### src/sv/dsa_pkg.sv
// Shared types, widths and codes of the descriptor slot allocator.
package dsa_pkg;

  localparam int MAX_SLOTS_DEF = 1024;

  localparam int FREE_IDX_W = 10;
  localparam int SLOT_W     = 10;
  localparam int ADDR_W     = 64;
  localparam int STRIDE_W   = 13;
  localparam int CAP_W      = 11;
  localparam int STATUS_W   = 2;
  localparam int CFG_IDX_W  = 3;
  localparam int CFG_DATA_W = 64;

  localparam logic [CFG_IDX_W-1:0] REG_CPU_BASE       = 3'd0;
  localparam logic [CFG_IDX_W-1:0] REG_GPU_BASE       = 3'd1;
  localparam logic [CFG_IDX_W-1:0] REG_STRIDE         = 3'd2;
  localparam logic [CFG_IDX_W-1:0] REG_CAPACITY       = 3'd3;
  localparam logic [CFG_IDX_W-1:0] REG_SHADER_VISIBLE = 3'd4;

  localparam logic [STRIDE_W-1:0] STRIDE_RST   = 13'd32;
  localparam logic [CAP_W-1:0]    CAPACITY_RST = 11'd1024;

  localparam logic [STATUS_W-1:0] STATUS_OK      = 2'd0;
  localparam logic [STATUS_W-1:0] STATUS_FULL    = 2'd1;
  localparam logic [STATUS_W-1:0] STATUS_DROPPED = 2'd2;

  // Classified request handed from the front end to the back end.
  typedef struct packed {
    logic                  is_free;
    logic                  in_range;
    logic [FREE_IDX_W-1:0] free_index;
  } cmd_t;

endpackage

### src/sv/dsa_front.sv
// Front end: accept request items and classify them into commands.
module dsa_front #(
  parameter int MAX_SLOTS = dsa_pkg::MAX_SLOTS_DEF,
  localparam int ECW = $clog2(MAX_SLOTS + 1)
) (
  input  logic                             in_valid,
  output logic                             in_ready,
  input  logic                             in_mode,
  input  logic [dsa_pkg::FREE_IDX_W-1:0]   in_free_index,
  input  logic [ECW-1:0]                   eff_cap,
  input  logic                             cmd_full,
  output logic                             cmd_push,
  output dsa_pkg::cmd_t                    cmd_data
);

  assign in_ready = !cmd_full;
  assign cmd_push = in_valid && !cmd_full;

  // Range check against the clamped capacity is done here, once per item.
  always_comb begin
    cmd_data.is_free    = in_mode;
    cmd_data.in_range   = 32'(in_free_index) < 32'(eff_cap);
    cmd_data.free_index = in_free_index;
  end

endmodule

### config.mk
export PLATFORM = sky130hd
export DESIGN_NAME = dsa_front
export DESIGN_NICKNAME = d
export VERILOG_FILES = /design/src/sv/dsa_pkg.sv /design/src/sv/dsa_front.sv
export SDC_FILE = /design/constraint.sdc
export NUM_CORES = 1
export LEC_CHECK = 0
export BUFFER_PORTS_ARGS = -buffer_cell sky130_fd_sc_hd__buf_2
export CAP_MARGIN = 20
export CORE_AREA = 3 3 40 42
export DETAILED_ROUTE_END_ITERATION = 10
export DIE_AREA = 0 0 43 45
export PLACE_DENSITY = 0.73
export RECOVER_POWER = 50
export SYNTH_ARGS = -nofsm -noshare
export SYNTH_HDL_FRONTEND = slang
export SYNTH_SLANG_ARGS = --single-unit
### constraint.sdc
create_clock -name vclk -period 1.2
set_input_delay 0.18 -clock vclk [all_inputs]
set_output_delay 0.18 -clock vclk [all_outputs]
set_load 0.02 [all_outputs]
==> Yosys cells after proc, flatten, opt, wreduce, memory -nomap -nowiden <==
Cells that the tools add are included.
{ "word_totals": {"register_bits": 0, "output_inout_bits": 14} }
{ "classes": {"order_cmp": 1, "reduce_logical": 2} }
{ "op_table": {"columns": ["op", "count"], "rows": [
  ["less-than comparator 10 x 11 -> 1 bit", 1],
  ["logical AND 1 bit", 1],
  ["logical NOT 1 bit", 1]
]} }

==> Depth between registers and ports, before layout <==
{ "logic_depth": {"depth_word": 2, "depth_mapped": 6, "mapped_depth_nobuf": 6} }

==> Worst setup path before layout <==
OpenSTA, ideal clock, no wires.
{ "synth_timing": {"path_kind": "input-to-output", "start": "in eff_cap[2]", "end": "out cmd_data[10] (netlist bit)", "arrival_ns": 1.023, "slack_ns": -0.003, "cell_stages": 6, "cell_sequence": "inv_1 -> ha_1 -> a21oi_2 -> o21ai_1 -> a21oi_1 -> o22a_1"} }
{ "synth_lines": {"columns": ["element", "line_no", "text"], "rows": [
  ["from (decl)", "dsa_front.sv:10", "input logic [ECW-1:0] eff_cap,"],
  ["to (decl)", "dsa_front.sv:13", "output dsa_pkg::cmd_t cmd_data"]
]} }

==> summary by stage <==
Run status
The flow ran to the end, but the final reports show violations. The checks that failed: negative setup slack.

Routing
The first-pass detailed-route iteration total is 2. The routed design has 898 um of wire. The via density per instance is 4.299. The DRC marker count from the first detailed-route iteration is 1. After detailed routing, the average wire length per cell comes to 10.32 um. Across all layers, the routed design uses 374 vias.

The DRC violation count after routing is 0. Once detail routing completed, the nets flagged for antenna violations numbered 0.

STA
The final critical-path required period is 1.276 ns. The final setup violation count is 1. The measured slew at the worst slew-check pin is 0.2619 ns. Setup repair after global routing could not meet its margin everywhere. The setup slack after layout is -0.07628 ns. The final worst-path cycle share is 106.4%. The number of max-slew violations in the final report came to 0. The highest clock rate is 783.5 MHz. The worst slew slack as a fraction of its limit is between 80% and 90%. The count of endpoints failing hold in the final timing report came to 0.

GRT
The number of global-route vias before repair was 315. For this run the aggregate overflow at the end of global routing stands at 0. The number of antenna violations at the first check in global routing came to 0.

The global-route wire length before repair is approximately 1200 um. Entering global routing, the biggest net connects 3 pins. In the global route stage, overall resource usage came out at 7.214%.

Setup path
At the worst endpoint, the arrival time is 1.10 ns. The required time of the critical path is between 1 and 1.5 ns. The setup path with the least slack is of type in -> out. The category of the worst setup path launch point is an input pin.

The largest fanout on the critical path is 2. STA classifies the critical path endpoint as an output port.

Synth
The proportion of synthesized chip area in sequential cells is 0%. When the netlist entered floorplanning its net count stood at 79. The cell area that synthesis handed to floorplanning was 324.1 um2.

Each instance of the synthesized netlist takes up on average 7.045 um2. The Yosys step of the flow raised 0 warnings. After technology mapping, the gate count stands at 46. In this run, distinct cell masters in the synthesized netlist total 13.

Cells and area
The share of cells above drive strength 1 is 81.94%. There are 0 flip-flops and latches. The net count of the finished layout is between 100 and 150.

The layout overhead on the synthesized area is 97.68%. In the final layout, flip-flops and latches occupy 0 um2. The number of clock buffer instances in the layout is 0. The number of antenna diodes is 0. The count of fill cells added during filler insertion is between 100 and 150.

The most frequent standard cell in the layout excluding fill and tap cells is sky130_fd_sc_hd__buf_2. In the layout the commonest cells are sky130_fd_sc_hd__buf_2, sky130_fd_sc_hd__buf_6, sky130_fd_sc_hd__ha_4. For this run, the share of the core covered by cells in the final layout is between 40% and 50%.

Power
Power spread over the standard cell area amounts to 412.0 mW/mm2. The maximum resistive drop on vdd is approximately 0.15 mV. The standby leakage power is 0.3182 nW.

Placed design
The number of port buffers is 36. Detailed placement finished with a half-perimeter wire length of around 680 um. The routability congestion estimate from global placement is between 0.6 and 0.7.

The worst slack at placement is -0.2362 ns.

Floorplan
The core box area is 0.001285 mm2. The floorplan has 13 rows. The die is around 45 um tall. The die is around 43 um wide. The starting utilization of the core area is 25.22%. The die covers 0.001935 mm2. The top-level port count is 38.

Worst hold path
The path class of the lowest-slack min-delay path is in -> out.

Clock network
The count of hold buffers inserted by post-cts repair is 0.

Run
The max-cap violation count is 0.
through the flow:
stage / instances / hold slack, ns / TNS (ns) / cell area, um2 / power (mW)
floorplan: 46 / 0.4366 / 0 / 325.3 / 0.1220
global placement: 87 / 0.3602 / -0.2372 / 449.2 / 0.1674
detailed placement: 87 / 0.3602 / -0.2362 / 449.2 / 0.1709
CTS: 87 / 0.3602 / -0.1396 / 534.3 / 0.2055
global route: 87 / 0.3600 / -0.1195 / 640.6 / 0.2882
finish: 87 / 0.3600 / -0.07628 / 640.6 / 0.2639
metal layers:
layer	vias up	share of wire [%]	GRT usage, %	wire length [um]
li1	190	-	-	-
met1	159	34	8.571	304
met2	25	52	14.97	470
met3	0	14	0.3984	123
met4	0	0	0	0
met5	-	0	0	0
synthesized netlist by cell type (2+ instances only):
cell type	n	area [um2]
sky130_fd_sc_hd__inv_1	10	37.54
sky130_fd_sc_hd__nor2b_1	2	12.51
sky130_fd_sc_hd__a21oi_1	4	20.02
sky130_fd_sc_hd__buf_4	11	82.58
sky130_fd_sc_hd__nand2_1	3	11.26
sky130_fd_sc_hd__ha_1	9	112.6
power by group:
part / internal [mW] / switching [mW]
Sequential: 0 / 0
Combinational: 0.140 / 0.124
Clock: 0 / 0
Total: 0.140 / 0.124
worst paths after layout:
path	end	slack, ns	start	depth (start not counted)
worst min-delay path	cmd_data[11]	0.36	in_mode	0
worst max-delay path	cmd_data[10]	-0.08	eff_cap[5]	8
layout make-up:
| type | instances | area [um2] | area share (%) |
|---|---|---|---|
| Multi-Input combinational cell | 25 | 330.3 | 51.56 |
| Inverter | 10 | 42.54 | 6.641 |
| Timing Repair Buffer | 37 | 249.0 | 38.87 |
| Tap cell | 15 | 18.77 | 2.930 |
repair_timing:
item                                    4_1_cts  5_1_grt
pin swaps                                     7       14
resized for setup                            16       26
endpoints found under the setup margin        1        1
buffers inserted                              0        0
cells by family after synthesis:
logic type / Yosys count / share of synthesized area [%]
buffers and inverters: 21 / 37.07
AND/OR/NAND/NOR: 7 / 11.20
AO/OA/AOI/OAI: 9 / 16.99
adder cells (fa/ha/maj): 9 / 34.75
worst max-delay path, cell delays in order:
cell	delay, ns
sky130_fd_sc_hd__buf_2	0.09
sky130_fd_sc_hd__inv_2	0.04
sky130_fd_sc_hd__ha_4	0.26
sky130_fd_sc_hd__nand2_4	0.05
sky130_fd_sc_hd__o21ai_2	0.13
sky130_fd_sc_hd__a21oi_2	0.04
sky130_fd_sc_hd__o22a_2	0.18
sky130_fd_sc_hd__buf_6	0.13
(Power assumes the default switching activity.)
