$ cat src/sv/dsa_pkg.sv
// Shared types, widths and codes of the descriptor slot allocator.
package dsa_pkg;

  localparam int MAX_SLOTS_DEF = 1024;

  localparam int FREE_IDX_W = 10;
  localparam int SLOT_W     = 10;
  localparam int ADDR_W     = 64;
  localparam int STRIDE_W   = 13;
  localparam int CAP_W      = 11;
  localparam int STATUS_W   = 2;
  localparam int CFG_IDX_W  = 3;
  localparam int CFG_DATA_W = 64;

  localparam logic [CFG_IDX_W-1:0] REG_CPU_BASE       = 3'd0;
  localparam logic [CFG_IDX_W-1:0] REG_GPU_BASE       = 3'd1;
  localparam logic [CFG_IDX_W-1:0] REG_STRIDE         = 3'd2;
  localparam logic [CFG_IDX_W-1:0] REG_CAPACITY       = 3'd3;
  localparam logic [CFG_IDX_W-1:0] REG_SHADER_VISIBLE = 3'd4;

  localparam logic [STRIDE_W-1:0] STRIDE_RST   = 13'd32;
  localparam logic [CAP_W-1:0]    CAPACITY_RST = 11'd1024;

  localparam logic [STATUS_W-1:0] STATUS_OK      = 2'd0;
  localparam logic [STATUS_W-1:0] STATUS_FULL    = 2'd1;
  localparam logic [STATUS_W-1:0] STATUS_DROPPED = 2'd2;

  // Classified request handed from the front end to the back end.
  typedef struct packed {
    logic                  is_free;
    logic                  in_range;
    logic [FREE_IDX_W-1:0] free_index;
  } cmd_t;

endpackage

$ cat src/sv/dsa_cmd_fifo.sv
// Two-entry command queue between the front end and the back end.
module dsa_cmd_fifo (
  input  logic          clk,
  input  logic          rst_n,
  input  logic          push,
  input  dsa_pkg::cmd_t push_data,
  output logic          full,
  input  logic          pop,
  output dsa_pkg::cmd_t pop_data,
  output logic          empty
);

  dsa_pkg::cmd_t slot_r [2];
  logic          wr_ptr_r, wr_ptr_nxt;
  logic          rd_ptr_r, rd_ptr_nxt;
  logic [1:0]    cnt_r, cnt_nxt;

  assign full     = (cnt_r == 2'd2);
  assign empty    = (cnt_r == 2'd0);
  assign pop_data = slot_r[rd_ptr_r];

  always_comb begin
    wr_ptr_nxt = wr_ptr_r;
    rd_ptr_nxt = rd_ptr_r;
    cnt_nxt    = cnt_r;
    if (push) begin
      wr_ptr_nxt = !wr_ptr_r;
    end
    if (pop) begin
      rd_ptr_nxt = !rd_ptr_r;
    end
    if (push && !pop) begin
      cnt_nxt = cnt_r + 2'd1;
    end else if (pop && !push) begin
      cnt_nxt = cnt_r - 2'd1;
    end
  end

  always_ff @(posedge clk) begin
    if (!rst_n) begin
      wr_ptr_r <= 1'b0;
      rd_ptr_r <= 1'b0;
      cnt_r    <= 2'd0;
    end else begin
      wr_ptr_r <= wr_ptr_nxt;
      rd_ptr_r <= rd_ptr_nxt;
      cnt_r    <= cnt_nxt;
    end
  end

  always_ff @(posedge clk) begin
    if (push) begin
      slot_r[wr_ptr_r] <= push_data;
    end
  end

endmodule

$ cat config.mk
export PLATFORM = sky130hd
export DESIGN_NAME = dsa_cmd_fifo
export DESIGN_NICKNAME = d
export VERILOG_FILES = /design/src/sv/dsa_pkg.sv /design/src/sv/dsa_cmd_fifo.sv
export SDC_FILE = /design/constraint.sdc
export NUM_CORES = 1
export LEC_CHECK = 0
export BUFFER_PORTS_ARGS = -buffer_cell sky130_fd_sc_hd__buf_2
export CORE_MARGIN = 2
export CORE_UTILIZATION = 40
export CTS_CLUSTER_SIZE = 8
export DETAILED_ROUTE_END_ITERATION = 10
export GPL_TIMING_DRIVEN = 0
export PLACE_DENSITY_LB_ADDON = 0.1
export REMOVE_ABC_BUFFERS = 1
export SLEW_MARGIN = 30
export SYNTH_ARGS = -nofsm -noshare
export SYNTH_HDL_FRONTEND = slang
export SYNTH_SLANG_ARGS = --single-unit
export TNS_END_PERCENT = 5
$ cat constraint.sdc
create_clock -name clk -period 2.1 [get_ports clk]
set_input_delay 0.105 -clock clk [delete_from_list [all_inputs] [get_ports clk]]
set_output_delay 0.105 -clock clk [all_outputs]
set_load 0.05 [all_outputs]
Word level (Yosys, flattened, before mapping)
Memories as Yosys holds them, arrays and structs flattened. A register that Yosys moved wholly into a read port is not among the register bits.
Cells that the tools add are included.
{"block": "word_totals", "mem_bits_rw": 24, "output_inout_bits": 14, "in_bits": 16, "n_memories": 1, "wordCells": 21, "ff_bits": 4}
{"block": "classes", "n_eq_ne": 1, "n_reduce_logical": 8, "muxes": 6, "addsub": 2}
{"name": "slot_r", "depth": 2, "width": 12, "rd": 1, "rd_ports_with_merged_regs": 1, "write_ports": 1, "line": "dsa_cmd_fifo.sv:13", "source": "dsa_pkg::cmd_t slot_r [2];"}
{"cell": "zero test 1 bit", "n": 4}
{"cell": "2-to-1 mux 1 bit", "n": 4}
{"cell": "2-to-1 mux 2 bit", "n": 2}
{"cell": "adder 2 x 1 -> 2 bit (second input constant)", "n": 1}
{"cell": "== test 2 bit (second input constant)", "n": 1}
{"cell": "logical AND 1 bit", "n": 2}
{"cell": "zero test 2 bit", "n": 1}
{"cell": "nonzero test 2 bit", "n": 1}
{"cell": "subtractor 2 x 1 -> 2 bit (second input constant)", "n": 1}

Logic depth before layout (Yosys ltp)
Gate-level depths: netlist of run 1.
{"block": "logic_depth", "ltp_word": 4, "ltp_mapped": 5}

Least setup slack after synthesis of run 1
No wires, ideal clock.
{"block": "synth_path", "path_type": "register to register", "startpoint": "reg wr_ptr_r", "endpoint": "mem slot_r[0][0] (netlist bit), enable pin", "setup_slack_ps": 813, "stages_incl_launch_ff": 2, "t_arrival_ps": 903, "required_ps": 1717, "period_less_slack_ps": 1287, "setup_ps": 383, "path_cell_list": "dfxtp_1 nor2b_1"}
{"item": "from (decl)", "line": "dsa_cmd_fifo.sv:14", "source": "logic wr_ptr_r, wr_ptr_nxt;"}
{"item": "from (signal assigned)", "line": "dsa_cmd_fifo.sv:45", "source": "wr_ptr_r <= wr_ptr_nxt;"}
{"item": "to (decl)", "line": "dsa_cmd_fifo.sv:13"}
No word-level cell before the write port.

==> results of run 1 <==
path summary, 6_finish.rpt:
check,start,end,slack (ns),cells past startpoint
worst max register to register,wr_ptr_r$_SDFFE_PN0P_,slot_r[1][11]$_DFFE_PP_,0.87,1
worst min-delay path,rst_n,wr_ptr_r$_SDFFE_PN0P_,0.04,2
worst max-delay path,flop,pop_data[4],0.35,2
worst min register to register,cnt_r[1]$_SDFFE_PN0P_,cnt_r[1]$_SDFFE_PN0P_,0.49,2
registers in the layout (all words and copies together) (netlist names), named ones only:
signal and count:
cnt_r 2, rd_ptr_r 1, slot_r 24, wr_ptr_r 1
synth_stat cells (all sizes together):
cell type / number / area share, %
inv: 1 / 0.35
ha: 1 / 1.2
o21a: 1 / 0.70
nor2b: 2 / 1.2
or3: 1 / 0.58
dfxtp: 5 / 9.3
xor2: 2 / 1.6
and2b: 1 / 0.81
edfxtp: 24 / 67
nor2: 1 / 0.35
a21boi: 1 / 0.70
mux2: 12 / 13
xnor2: 1 / 0.81
o21ai: 1 / 0.46
buf: 1 / 0.46
and2: 4 / 2.3
metrics by stage:
| stage | instance area [sq um] | hold WS (ns) | instances | setup WS (ns) | utilization [%] |
|---|---|---|---|---|---|
| 6_report | 1425 | 0.03795 | 136 | 0.3500 | 56.50 |
| 5_1_grt | 1425 | 0.03931 | 136 | 0.2604 | 56.50 |
| 4_1_cts | 1425 | 0.03215 | 136 | 0.2908 | 56.50 |
| 3_5_place_dp | 1260 | 0.2981 | 117 | 0.6629 | 49.95 |
| 3_3_place_gp | 1257 | 0.2921 | 117 | 0.4871 | 49.85 |
| 2_1_floorplan | 1075 | 0.2039 | 58 | 0.8133 | - |
logic make-up after synthesis:
| logic type | Yosys count |
|---|---|
| buf+inv | 2 |
| compound gates | 3 |
| flops | 29 |
| xor+xnor | 3 |
| fa+ha+maj | 1 |
| simple gates | 9 |
| mux | 12 |
power breakdown:
part / internal, mW / switching, mW / total (mW)
logic: 0.0878 / 0.157 / 0.245
registers: 0.660 / 0.0215 / 0.682
clock network: 0.121 / 0.175 / 0.296
layout make-up:
| cell class | count | area, sq um | area share, % |
|---|---|---|---|
| clock inverter | 1 | 3.754 | 0.2634 |
| multi-input combinational | 28 | 252.7 | 17.73 |
| timing repair buffer | 41 | 265.3 | 18.61 |
| sequential | 29 | 820.8 | 57.59 |
| tap | 30 | 37.54 | 2.634 |
| clock buffer | 6 | 41.29 | 2.897 |
| inverter | 1 | 3.754 | 0.2634 |
what timing repair did:
item / 4_1_cts / 5_1_grt
gates resized for setup: 0 / 0
hold endpoints to repair: 24 / 0
hold buffers: 12 / 0
per-layer routing:
layer  vias to the layer above  share of wire, %  global-route usage, %
met2                        18                52                  21.94
met4                         0               3.3                  10.20
met1                       305                39                  12.16
met3                         7               5.2                  4.884
li1                        314                 -                      -
met5                         -                 0                      0
==> flow_metrics.env, run 1 <==
export IMPL_cp_arrival_ns=1.65
export IMPL_startpoint_type="flop"
export IMPL_cts_reportedPaths_clkPinSlew_ns=0.08
export IMPL_finalMaxSlewViolations=0
export IMPL_dpl_hpwl_um=1118
export IMPL_rsz0062_at_grt="no"
export IMPL_path_cells="mux2_2, buf_2"
export IMPL_fin_setup_tns_ns=0
export IMPL_final_min_clock_period_ns=1.750
export IMPL_grt_start_max_net_pins=14
export IMPL_clkSinkCount=29
export IMPL_criticalPathCategory="flop to output pin"
export IMPL_start_util_pct=42.81
export IMPL_cts_max_path_buffers=2
export IMPL_crit_family="flip-flops"
export IMPL_hold_viol_final=0
export IMPL_first_pass_iters=3
export IMPL_grt_pass1_vias=626
export IMPL_slowest_stage="dfxtp_1"
export IMPL_synth_compound_area_share_pct=1.854
export IMPL_num_antenna_cells=0
export IMPL_synth_seq_area_share_pct=76.01
export IMPL_final_layout_size_suffix_gt1_share_pct=45.28
export IMPL_synth_seq_cells=29
export IMPL_slowest_delay_ns=0.70
export IMPL_rows=18
export IMPL_num_vias=644
export IMPL_final_common_cell="buf_2"
export IMPL_clock_latency_ns=0.32
export IMPL_power_leakage_nw=0.5607
export IMPL_synth_top_family_by_area="multiplexers"
export IMPL_remaining_drc_errors=0
export IMPL_synthCells=59
export IMPL_setup_violations=0
export IMPL_slew_headroom_pct=56.48
export IMPL_status="finished, final reports clean"
export IMPL_cp_end_kind="output pin"
export IMPL_cts_tree="done"
export IMPL_drtIter0Drc=3
export IMPL_fin_nets=123
export IMPL_avgRoutedWirePerCell_um=13.24
export IMPL_h_tree_depth=2
export IMPL_fp_dieArea_sq_mm=0.003131
export IMPL_yosysUniqueCellTypes=16
export IMPL_area_growth_synth_to_final_pct=31.98
export IMPL_die_y_um=55.96
export IMPL_fmaxAchievable_ghz=0.5714
export IMPL_grt_usage_pct=12.83
export IMPL_cp_required_ns=2.00
export IMPL_ioPinCount=30
export IMPL_cts_buffers=5
export IMPL_syn_area_sq_mm=0.001080
export IMPL_fin_crit_sh_pct=83.33
export IMPL_cts_setup_buffers=0
export IMPL_gp_congestion=0.7124
export IMPL_path_max_fanout=12
export IMPL_synth_xor_area_share_pct=2.433
export IMPL_ir_worst_vdd_mv=0.4658
export IMPL_yosys_area_share_adder_pct=1.159
export IMPL_powerDensity_mw_per_mm2=858.1
export IMPL_portBuffers=29
export IMPL_worst_pin_slew_ns=0.6498
export IMPL_cts_root_buf="clkbuf_4"
export IMPL_synthSimpleGateAreaFrac_pct=5.214
export IMPL_min_path_type="input pin to flop"
export IMPL_critPathBufInv=1
export IMPL_die_x_um=55.96
export IMPL_muxShareOfSynthArea_pct=12.51
export IMPL_antenna_found_initial=0
export IMPL_ys_warn_count=0
export IMPL_avgSynthCellArea_sq_um=18.30
export IMPL_avgViaCountPerCell=4.735
export IMPL_cap_violations=0
export IMPL_fin_total_pwr_mw=1.223
export IMPL_routed_wl_um=1800
export IMPL_fin_worst_skew_ns=0.003572
export IMPL_grt_ovfl_total=0
export IMPL_core_area_sq_mm=0.002522
export IMPL_final_cell_mix="29 x buf_2, 24 x edfxtp_1, 12 x mux2_2, 12 x dlygate4sd3_1"
export IMPL_final_antenna_net_count=0
export IMPL_fillers=227
export IMPL_grt_pass1_wl_um=2787
Note: power is estimated with default switching activity, not from simulation.
==> run 2, diff against run 1 <==
--- a/config.mk
+++ b/config.mk
@@ -5,6 +5,7 @@
 export SDC_FILE = /design/constraint.sdc
 export NUM_CORES = 1
 export LEC_CHECK = 0
+export ABC_AREA = 1
 export BUFFER_PORTS_ARGS = -buffer_cell sky130_fd_sc_hd__buf_2
 export CORE_MARGIN = 2
 export CORE_UTILIZATION = 40
==> constraint.sdc (replaced) <==
create_clock -name clk -period 1.71 [get_ports clk]
set_input_delay 0.0855 -clock clk [delete_from_list [all_inputs] [get_ports clk]]
set_output_delay 0.0855 -clock clk [all_outputs]
set_load 0.05 [all_outputs]
==> flow_metrics.env, run 2 <==
export IMPL_criticalPathCategory="flop to output pin"
export IMPL_grt_pass1_wl_um=2877
export IMPL_drtIter0Drc=10
export IMPL_avgRoutedWirePerCell_um=11.85
export IMPL_async_reset_ff_share_pct=0
export IMPL_ir_worst_vdd_mv=0.6848
export IMPL_cp_end_kind="output pin"
export IMPL_final_min_clock_period_ns=1.578
export IMPL_fillers=238
export IMPL_synth_flop_cell="edfxtp_1"
export IMPL_grt_usage_pct=12.39
export IMPL_synth_seq_cells=29
export IMPL_synth_area_top_cells="edfxtp_1 64%, mux2_4 13%, dfxtp_1 8.8%, nor2_1 3.0%, inv_1 2.7%"
export IMPL_path_max_fanout=12
export IMPL_area_growth_synth_to_final_pct=31.38
export IMPL_routed_wl_um=1789
export IMPL_cp_arrival_ns=1.49
export IMPL_synthSimpleGateAreaFrac_pct=6.630
export IMPL_rows=19
export IMPL_cts_max_path_buffers=2
export IMPL_cts_reportedPaths_clkPinSlew_ns=0.09
export IMPL_ioPinCount=30
export IMPL_slew_headroom_pct=56.83
export IMPL_cts_buffers=5
export IMPL_grt_start_max_net_pins=13
export IMPL_final_cell_mix="29 x buf_2, 24 x edfxtp_1, 12 x dlygate4sd3_1"
export IMPL_place_area_sq_mm=0.001308
export IMPL_ys_warn_count=0
export IMPL_syn_area_sq_mm=0.001132
export IMPL_fin_nets=136
export IMPL_fp_dieArea_sq_mm=0.003272
export IMPL_synth_compound_area_share_pct=0.8840
export IMPL_fmaxAchievable_ghz=0.6336
export IMPL_final_layout_size_suffix_gt1_share_pct=40.83
export IMPL_remaining_drc_errors=0
export IMPL_fin_setup_tns_ns=0
export IMPL_cts_tree="done"
export IMPL_worst_pin_slew_ns=0.6468
export IMPL_fin_worst_skew_ns=0.006194
export IMPL_seq_area_sq_um=822.0
export IMPL_hold_viol_final=0
export IMPL_largest_register="slot_r"
export IMPL_synth_common_cells="24 x edfxtp_1, 10 x mux2_4, 9 x nor2_1"
export IMPL_grt_pass1_vias=647
export IMPL_gp_congestion=0.6031
export IMPL_synth_top_family_by_area="multiplexers"
export IMPL_multi_input_area_sq_um=272.8
export IMPL_fin_crit_sh_pct=92.30
export IMPL_yosysUniqueCellTypes=13
export IMPL_yosys_area_top_type="edfxtp_1"
export IMPL_clock_latency_ns=0.31
export IMPL_start_util_pct=41.42
export IMPL_synth_top_cell_area_share_pct=63.65
export IMPL_min_path_type="input pin to flop"
export IMPL_setup_violations=0
export IMPL_status="finished, final reports clean"
export IMPL_yosysMostFrequentCell="edfxtp_1"
export IMPL_synth_edff_count=24
export IMPL_cp_required_ns=1.62
export IMPL_h_tree_depth=2
export IMPL_num_vias=692
export IMPL_cts_root_buf="clkbuf_4"
export IMPL_finalMaxSlewViolations=0
export IMPL_final_antenna_net_count=0
export IMPL_top_regs="slot_r: 24 flops, cnt_r: 2 flops"
export IMPL_cap_violations=0
export IMPL_largest_register_ffs=24
export IMPL_num_antenna_cells=0
export IMPL_powerDensity_mw_per_mm2=1030
export IMPL_avgSynthCellArea_sq_um=15.73
export IMPL_grt_ovfl_total=0
export IMPL_yosys_area_share_adder_pct=1.105
export IMPL_clkSinkCount=29
export IMPL_avgViaCountPerCell=4.583
export IMPL_synth_xor_area_share_pct=0
export IMPL_final_cell_area_sq_mm=0.001488
export IMPL_first_pass_iters=4
export IMPL_muxShareOfSynthArea_pct=15.25
export IMPL_portBuffers=29
export IMPL_final_common_cell="buf_2"
export IMPL_dpl_hpwl_um=1224
export IMPL_die_y_um=57.21
export IMPL_synthCells=72
export IMPL_synth_seq_area_share_pct=72.49
export IMPL_die_x_um=57.21
export IMPL_rsz0062_at_grt="no"
export IMPL_power_leakage_nw=0.6405
export IMPL_antenna_found_initial=0
export IMPL_core_area_sq_mm=0.002734
export IMPL_startpoint_type="flop"
## run 2: changes by cell type in the layout (fill, tap and decap cells not counted), moves of 2 or more
cell     previous run  this run
inv_1               1         8
nand2_1             0         8
mux2_2             12         2
nor2_1              1         8
and2_1              4         0
mux2_4              0        10
xor2_1              2         0
## run 2: path summary, 6_finish.rpt
path / start / end / slack [ns] / cells past startpoint
min: rst_n / wr_ptr_r$_SDFFE_PN0P_ / 0.02 / 3
max: flop / pop_data[3] / 0.13 / 2
max reg2reg: wr_ptr_r$_SDFFE_PN0P_ / slot_r[0][2]$_DFFE_PP_ / 0.48 / 1
min reg2reg: rd_ptr_r$_SDFFE_PN0P_ / rd_ptr_r$_SDFFE_PN0P_ / 0.50 / 2
## run 2: logic make-up after synthesis
group,Yosys count
buf+inv,9
simple gates,19
flops,29
compound gates,2
mux,12
fa+ha+maj,1
## run 2: per-layer routing
metal  GRT usage, %  vias to the layer above  wire length, um
met5              0                        -                0
met4          5.980                        0               30
met3          7.256                        5              129
met2          20.03                       21              859
met1          12.87                      321              769
li1               -                      345                -
## run 2: where the power goes
group	internal, mW	switching [mW]
clock network	0.203	0.213
logic	0.103	0.179
registers	0.810	0.0259
## run 2: timing repair
item / in CTS / in global routing
setup endpoints to repair: 12 / 0
buffers inserted: 0 / 0
gates resized for setup: 1 / 0
hold endpoints to repair: 24 / 0
hold buffers: 12 / 0
## run 2: cell type report
type / instances / share of cell area [%]
sequential: 29 / 55.26
multi-input combinational: 34 / 18.33
timing repair buffer: 41 / 17.83
clock buffer: 8 / 3.953
tap: 31 / 2.607
inverter: 8 / 2.018
## run 2: per-stage QoR
step	hold slack (ns)	worst slack (ns)	power, mW	util [%]	instances
floorplan	0.1844	0.4426	1.049	-	71
global placement	0.2727	0.1558	1.108	47.73	131
detailed placement	0.2762	0.1885	1.117	47.83	131
CTS	0.01578	0.1039	1.551	54.42	151
global route	0.01363	0.06121	1.613	54.42	151
finish	0.02381	0.1317	1.533	54.42	151
## run 2: worst max-delay path, stage by stage, from the launching register on
cell     delay (ns)
dfxtp_2        0.59
mux2_2         0.38
buf_2          0.21
